--- src/rtl/llf_pkg.sv ---
`timescale 1ns / 1ps
`default_nettype none
// ----------------------------------------------------------------------------
// llf_pkg
// Types and constants shared by the log level line filter.
// ----------------------------------------------------------------------------
package llf_pkg;

    localparam int BYTE_W    = 8;
    localparam int LEVEL_W   = 3;
    localparam int CONSOLE_W = 4;
    localparam int CFG_IDX_W = 2;
    localparam int CFG_DAT_W = 4;
    localparam int HELD_W    = 2;
    localparam int MAX_OUT   = 3;
    localparam int OCNT_W    = 2;

    localparam logic [BYTE_W-1:0] CH_LT = 8'h3C;
    localparam logic [BYTE_W-1:0] CH_GT = 8'h3E;
    localparam logic [BYTE_W-1:0] CH_D0 = 8'h30;
    localparam logic [BYTE_W-1:0] CH_D7 = 8'h37;
    localparam logic [BYTE_W-1:0] CH_NL = 8'h0A;

    localparam logic [CFG_IDX_W-1:0] REG_CONSOLE_LEVEL = 2'd0;
    localparam logic [CFG_IDX_W-1:0] REG_DEFAULT_LEVEL = 2'd1;

    localparam logic [CONSOLE_W-1:0] CONSOLE_RESET = 4'd7;
    localparam logic [LEVEL_W-1:0]   DEFAULT_RESET = 3'd4;

    // tag recognizer codes
    localparam logic [HELD_W-1:0] HELD_NONE  = 2'd0;
    localparam logic [HELD_W-1:0] HELD_LT    = 2'd1;
    localparam logic [HELD_W-1:0] HELD_DIGIT = 2'd2;
    localparam logic [HELD_W-1:0] HELD_BAD   = 2'd3;

    typedef struct packed {
        logic [BYTE_W-1:0] text_byte;
        logic              chunk_end;
    } t_in_item;

    typedef struct packed {
        logic [BYTE_W-1:0] out_byte;
        logic              last_of_run;
    } t_out_item;

endpackage

`default_nettype wire

--- src/rtl/log_level_line_filter_core.sv ---
`timescale 1ns / 1ps
`default_nettype none
// ----------------------------------------------------------------------------
// log_level_line_filter_core
// Strips '<d>' level tags from line starts and passes lines below the
// console threshold, one text byte per transfer on each side.
// ----------------------------------------------------------------------------
// Takes one byte per cycle while its output buffer can accept it. Each accepted
// byte lands in an input register, is decoded against the line state and
// loaded as a group of zero to three result bytes into a small output buffer,
// which drains one byte per cycle while the receiver is ready. The next byte
// is decoded as the last buffered byte leaves, so ordinary text streams at one
// byte per cycle; held bytes released by a broken tag hold the input while
// they drain through the single output port. Configuration writes are always accepted and should be made while idle.
module log_level_line_filter_core
    import llf_pkg::*;
(
    input  wire                  i_clk,
    input  wire                  i_rst_n,
    input  wire                  i_in_valid,
    output logic                 o_in_ready,
    input  t_in_item             i_in_data,
    output logic                 o_out_valid,
    input  wire                  i_out_ready,
    output t_out_item            o_out_data,
    input  wire                  i_cfg_valid,
    output logic                 o_cfg_ready,
    input  wire [CFG_IDX_W-1:0]  i_cfg_index,
    input  wire [CFG_DAT_W-1:0]  i_cfg_data
);

    logic [CONSOLE_W-1:0] r_console;
    logic [LEVEL_W-1:0]   r_default;

    logic                 r_in_valid;
    t_in_item             r_in;

    logic                 r_line_start;
    logic [HELD_W-1:0]    r_held;
    logic [BYTE_W-1:0]    r_digit;
    logic [LEVEL_W-1:0]   r_level;
    logic                 r_passes;

    logic [BYTE_W-1:0]    r_ob [MAX_OUT];
    logic [OCNT_W-1:0]    r_ocnt;
    logic [OCNT_W-1:0]    r_optr;

    logic                 n_line_start;
    logic [HELD_W-1:0]    n_held;
    logic [BYTE_W-1:0]    n_digit;
    logic [LEVEL_W-1:0]   n_level;
    logic                 n_passes;
    logic [BYTE_W-1:0]    n_ob [MAX_OUT];
    logic [OCNT_W-1:0]    n_cnt;

    logic                 process;
    logic                 out_xfer;

    assign o_cfg_ready = 1'b1;
    assign o_out_valid = (r_ocnt != '0);
    assign out_xfer    = o_out_valid && i_out_ready;
    // buffer is free, or its last byte leaves this cycle
    assign process     = r_in_valid &&
                         ((r_ocnt == '0) || ((r_ocnt == OCNT_W'(1)) && i_out_ready));
    assign o_in_ready  = !r_in_valid || process;

    assign o_out_data.out_byte    = r_ob[r_optr];
    assign o_out_data.last_of_run = (r_ocnt == OCNT_W'(1));

    // decode of one byte against the line state
    always_comb begin
        logic [BYTE_W-1:0] b;
        logic              untag;
        logic              release_h;
        logic              take;
        b            = r_in.text_byte;
        untag        = 1'b0;
        release_h    = 1'b0;
        take         = 1'b0;
        n_line_start = r_line_start;
        n_held       = (r_held == HELD_BAD) ? HELD_NONE : r_held;
        n_digit      = r_digit;
        n_level      = r_level;
        n_passes     = r_passes;
        n_cnt        = '0;
        for (int k = 0; k < MAX_OUT; k++) begin
            n_ob[k] = '0;
        end

        if (!r_line_start) begin
            take = 1'b1;
        end else begin
            case (n_held)
                HELD_NONE: begin
                    if (b == CH_LT) begin
                        n_held = HELD_LT;
                    end else begin
                        untag = 1'b1;
                        take  = 1'b1;
                    end
                end
                HELD_LT: begin
                    if (b >= CH_D0 && b <= CH_D7) begin
                        n_digit = b;
                        n_held  = HELD_DIGIT;
                    end else begin
                        untag     = 1'b1;
                        release_h = 1'b1;
                        take      = 1'b1;
                    end
                end
                HELD_DIGIT: begin
                    if (b == CH_GT) begin
                        // digits '0'..'7' carry the level in their low bits
                        n_level      = r_digit[LEVEL_W-1:0];
                        n_passes     = ({1'b0, r_digit[LEVEL_W-1:0]} < r_console);
                        n_line_start = 1'b0;
                        n_held       = HELD_NONE;
                    end else begin
                        untag     = 1'b1;
                        release_h = 1'b1;
                        take      = 1'b1;
                    end
                end
                default: begin
                    n_held = HELD_NONE;
                end
            endcase
        end

        // chunk end flushes a held prefix as untagged text
        if (r_in.chunk_end && !untag && n_held != HELD_NONE) begin
            untag     = 1'b1;
            release_h = 1'b1;
        end

        if (untag) begin
            n_level      = r_default;
            n_passes     = ({1'b0, r_default} < r_console);
            n_line_start = 1'b0;
        end

        if (release_h) begin
            if (n_passes) begin
                n_ob[0] = CH_LT;
                n_cnt   = OCNT_W'(1);
                if (n_held == HELD_DIGIT) begin
                    n_ob[1] = n_digit;
                    n_cnt   = OCNT_W'(2);
                end
            end
            n_held = HELD_NONE;
        end

        if (take) begin
            if (n_passes) begin
                n_ob[n_cnt] = b;
                n_cnt       = n_cnt + OCNT_W'(1);
            end
            if (b == CH_NL) begin
                n_line_start = 1'b1;
            end
        end
    end

    always_ff @(posedge i_clk) begin
        if (!i_rst_n) begin
            r_console    <= CONSOLE_RESET;
            r_default    <= DEFAULT_RESET;
            r_in_valid   <= 1'b0;
            r_line_start <= 1'b1;
            r_held       <= HELD_NONE;
            r_digit      <= '0;
            r_level      <= '0;
            r_passes     <= 1'b0;
            r_ocnt       <= '0;
            r_optr       <= '0;
        end else begin
            if (i_cfg_valid) begin
                case (i_cfg_index)
                    REG_CONSOLE_LEVEL: r_console <= i_cfg_data;
                    REG_DEFAULT_LEVEL: r_default <= i_cfg_data[LEVEL_W-1:0];
                    default: ;
                endcase
            end

            if (o_in_ready) begin
                r_in_valid <= i_in_valid;
            end

            if (process) begin
                r_line_start <= n_line_start;
                r_held       <= n_held;
                r_digit      <= n_digit;
                r_level      <= n_level;
                r_passes     <= n_passes;
                r_ocnt       <= n_cnt;
                r_optr       <= '0;
            end else if (out_xfer) begin
                r_ocnt <= r_ocnt - OCNT_W'(1);
                r_optr <= r_optr + OCNT_W'(1);
            end
        end
    end

    // payload registers
    always_ff @(posedge i_clk) begin
        if (o_in_ready && i_in_valid) begin
            r_in <= i_in_data;
        end
        if (process) begin
            for (int k = 0; k < MAX_OUT; k++) begin
                r_ob[k] <= n_ob[k];
            end
        end
    end

endmodule

`default_nettype wire
--- config.mk ---
export PLATFORM = sky130hd
export DESIGN_NAME = log_level_line_filter_core
export DESIGN_NICKNAME = d
export VERILOG_FILES = /design/src/rtl/llf_pkg.sv /design/src/rtl/log_level_line_filter_core.sv
export SDC_FILE = /design/constraint.sdc
export NUM_CORES = 1
export LEC_CHECK = 0
export BUFFER_PORTS_ARGS = -buffer_cell sky130_fd_sc_hd__buf_2
export CORE_ASPECT_RATIO = 2
export CORE_UTILIZATION = 40
export CTS_CLUSTER_SIZE = 12
export DETAILED_ROUTE_END_ITERATION = 10
export SLEW_MARGIN = 20
export SYNTH_ARGS = -nofsm -noshare
export SYNTH_HDL_FRONTEND = slang
export SYNTH_SLANG_ARGS = --single-unit
--- constraint.sdc ---
create_clock -name i_clk -period 6.3 [get_ports i_clk]
set_input_delay 0.63 -clock i_clk [delete_from_list [all_inputs] [get_ports i_clk]]
set_output_delay 0.63 -clock i_clk [all_outputs]
set_load 0.05 [all_outputs]
==> flow_summary.json <==
{
  "gr-total-overflow": 0,
  "cts_inserted_buffers": 9,
  "yosysSeqAreaShare_pct": 50.38,
  "clock-sinks": 59,
  "syn_area_um2": 3000,
  "portBuffers": 30,
  "maxSlewHeadroom_pct": 32.71,
  "clkTransAtPathRegs_ns": 0.05,
  "hold_depth": 1,
  "setup_viol": 0,
  "nets": 347,
  "synthArstFlopShare_pct": 0,
  "row_count": 44,
  "die_h_um": 124.5,
  "fmax_ghz": 0.2959,
  "r2r_slack_ns": 2.92,
  "ant_nets": 0,
  "fin_crit_ns": 3.380,
  "synth_top_area_share_pct": 33.03,
  "synth_top_flop_cell": "edfxtp_1",
  "ios": 32,
  "cts_max_path_buffers": 2,
  "synth_top_area_cell": "edfxtp_1",
  "viasPerCell": 5.508,
  "timing.rr.end": "r_ob[2][4]",
  "syn_nets": 318,
  "holdCritPathClass": "in -> reg",
  "rsz0062_at_grt": "false",
  "n_antenna_cell": 0,
  "period_share_pct": 53.65,
  "dieArea_um2": 7872,
  "wl_met1_mm": 2.386,
  "die_w_um": 63.24,
  "holdBufCountCts": 0,
  "grt_pass1_vias": 2192,
  "grt_usage_pct": 18.75,
  "power_w": 0.001261,
  "reg2reg_from": "r_held[0]",
  "cts_resized": 0,
  "cp.required_ns": 6.37,
  "grt_max_degree": 31,
  "design_area_um2": 3518,
  "start_util_pct": 41.29,
  "synth_enable_flop_cells": 33,
  "worst_pin_slew_ns": 1.008,
  "syn_to_final_growth_pct": 17.26,
  "grt_pass1_wl_mm": 10.81,
  "peakVddDrop_v": 0.0001722,
  "cts-root-buf": "clkbuf_16",
  "holdPathEnd": "r_in[0]",
  "gpl.final_weighted_congestion": 0.8763,
  "outcome": "finished clean",
  "avgSynthCellArea_um2": 10.38,
  "yosys_register_bits": 59,
  "vias": 2286,
  "antenna_found_initial": 0,
  "yosysUniqueCellTypes": 55,
  "syn_inst": 289,
  "final.setup.tns_ns": 0,
  "timing.final.max_slew_violations": 0,
  "post_cts_buffers": 0,
  "path_max_fanout": 12,
  "finalWirelength_mm": 6.876,
  "crit_path_start_kind": "flip-flop",
  "drc": 0,
  "wl_met3_um": 187,
  "worstSetupPathType": "reg -> reg",
  "drive_above_1_share_pct": 18.58,
  "drt_first_iter_violations": 84,
  "worst_ep_arrival_time_ns": 3.45,
  "dr.pass1.iters": 4,
  "maxCapViolCount": 0,
  "wl_met2_mm": 4.041,
  "top_layer_used": "met4",
  "yosysWarnings": 0,
  "power_leakage_nw": 1.298,
  "finalHoldViolations": 0,
  "core-area_um2": 7267,
  "tritoncts": "done",
  "end_kind": "flip-flop",
  "wl_per_cell_um": 16.57,
  "min-delay-start": "i_in_data[0]",
  "power_density_nw_per_um2": 358.4,
  "dpl.hpwl_mm": 5.223,
  "synth_common_cells": "edfxtp_1 (33), nand2_1 (33), dfxtp_1 (26)",
  "synth_area_leaders": "edfxtp_1 (33%), dfxtp_1 (17%), mux2i_1 (4.3%), nand2_1 (4.1%), ha_1 (3.8%)",
  "clk_latency_ns": 0.34,
  "reg2reg_depth": 9,
  "placed_cell_area_um2": 3223,
  "ctsHtreeMaxLevel": 3,
  "finClkSkew_ns": 0.006846
}
cells in the final DEF, fill, tap and decap left out, drive strengths merged, types with 8 or more instances in the layout:
cell / count
buf: 32
dfxtp: 26
ha: 9
a21oi: 18
nor3: 8
clkbuf: 10
o21ai: 18
edfxtp: 33
nor3b: 8
mux2i: 13
nor2: 22
nand2: 33
inv: 15
metal layers:
| metal | GRT usage, % | vias to the layer above |
|---|---|---|
| li1 | - | 1133 |
| met2 | 34.41 | 48 |
| met3 | 4.762 | 19 |
| met5 | 0 | - |
| met1 | 17.17 | 1086 |
| met4 | 13.24 | 0 |
registers in the layout (all words and copies together), names as in the netlist, named ones only:
signal and count:
r_console 4, r_in 9, r_in_valid 1, r_default 3, r_digit 8, r_passes 1
r_line_start 1, r_optr 2, r_ob 24, r_held 2, r_ocnt 2
where the power goes:
group | leakage [nW] | internal [W] | total (W) | switching, W
clock network | 0.141 | 0.000292 | 0.000472 | 0.000180
registers | 0.528 | 0.000465 | 0.000505 | 0.0000397
logic | 0.629 | 0.0000807 | 0.000284 | 0.000204
worst max-delay path by stage:
| stage | from | to | slack [ns] | depth (start not counted) |
|---|---|---|---|---|
| 2_1_floorplan | r_in[7] | r_ob[2][2] | 3.68 | 8 |
| 3_3_place_gp | r_in[1] | r_ob[2][0] | 3.07 | 7 |
| 3_5_place_dp | r_in[7] | r_ob[2][4] | 3.00 | 7 |
| 4_1_cts | r_in[7] | r_ob[2][4] | 2.98 | 7 |
| 5_1_grt | r_held[0] | r_ob[0][7] | 2.73 | 9 |
| 6_report | r_held[0] | r_ob[2][4] | 2.92 | 9 |
critical path, cell delays in order (launching register included):
cell,delay [ns]
dfxtp_1,0.38
inv_1,0.07
ha_1,0.35
o21ai_0,0.11
a311oi_1,0.49
nand2_1,0.23
and4_1,0.38
a211oi_2,0.72
buf_4,0.32
nor3b_2,0.06
cells by family (layout without fill, tap and decap cells):
| kind of cell | Yosys count | in the layout | share of synthesized area [%] |
|---|---|---|---|
| mux | 13 | 13 | 4.337 |
| simple gates | 106 | 106 | 20.18 |
| flops | 59 | 59 | 50.38 |
| xor+xnor | 3 | 3 | 0.8759 |
| compound gates | 72 | 72 | 16.76 |
| other cells | 1 | 1 | 0.1250 |
| fa+ha+maj | 9 | 9 | 3.753 |
| buf+inv | 26 | 60 | 3.586 |
per-stage QoR:
step / hold WS, ns / util (%) / cells / setup WS (ns)
2_1_floorplan: 0.4422 / - / 289 / 3.682
3_3_place_gp: 0.4587 / 44.35 / 399 / 3.067
3_5_place_dp: 0.4607 / 44.35 / 399 / 3.001
4_1_cts: 0.4619 / 48.42 / 415 / 2.979
5_1_grt: 0.4613 / 48.42 / 415 / 2.727
6_report: 0.4701 / 48.42 / 415 / 2.920
area by class of cell:
class,instances,area [um^2]
Multi-Input combinational cell,204,1386
Fill cell,700,3749
Timing Repair Buffer,32,165.2
Clock inverter,6,45.04
Inverter,12,45.04
Sequential cell,59,1511
Tap cell,92,115.1
Clock buffer,10,250.2
Note: power is estimated with default switching activity, not from simulation.
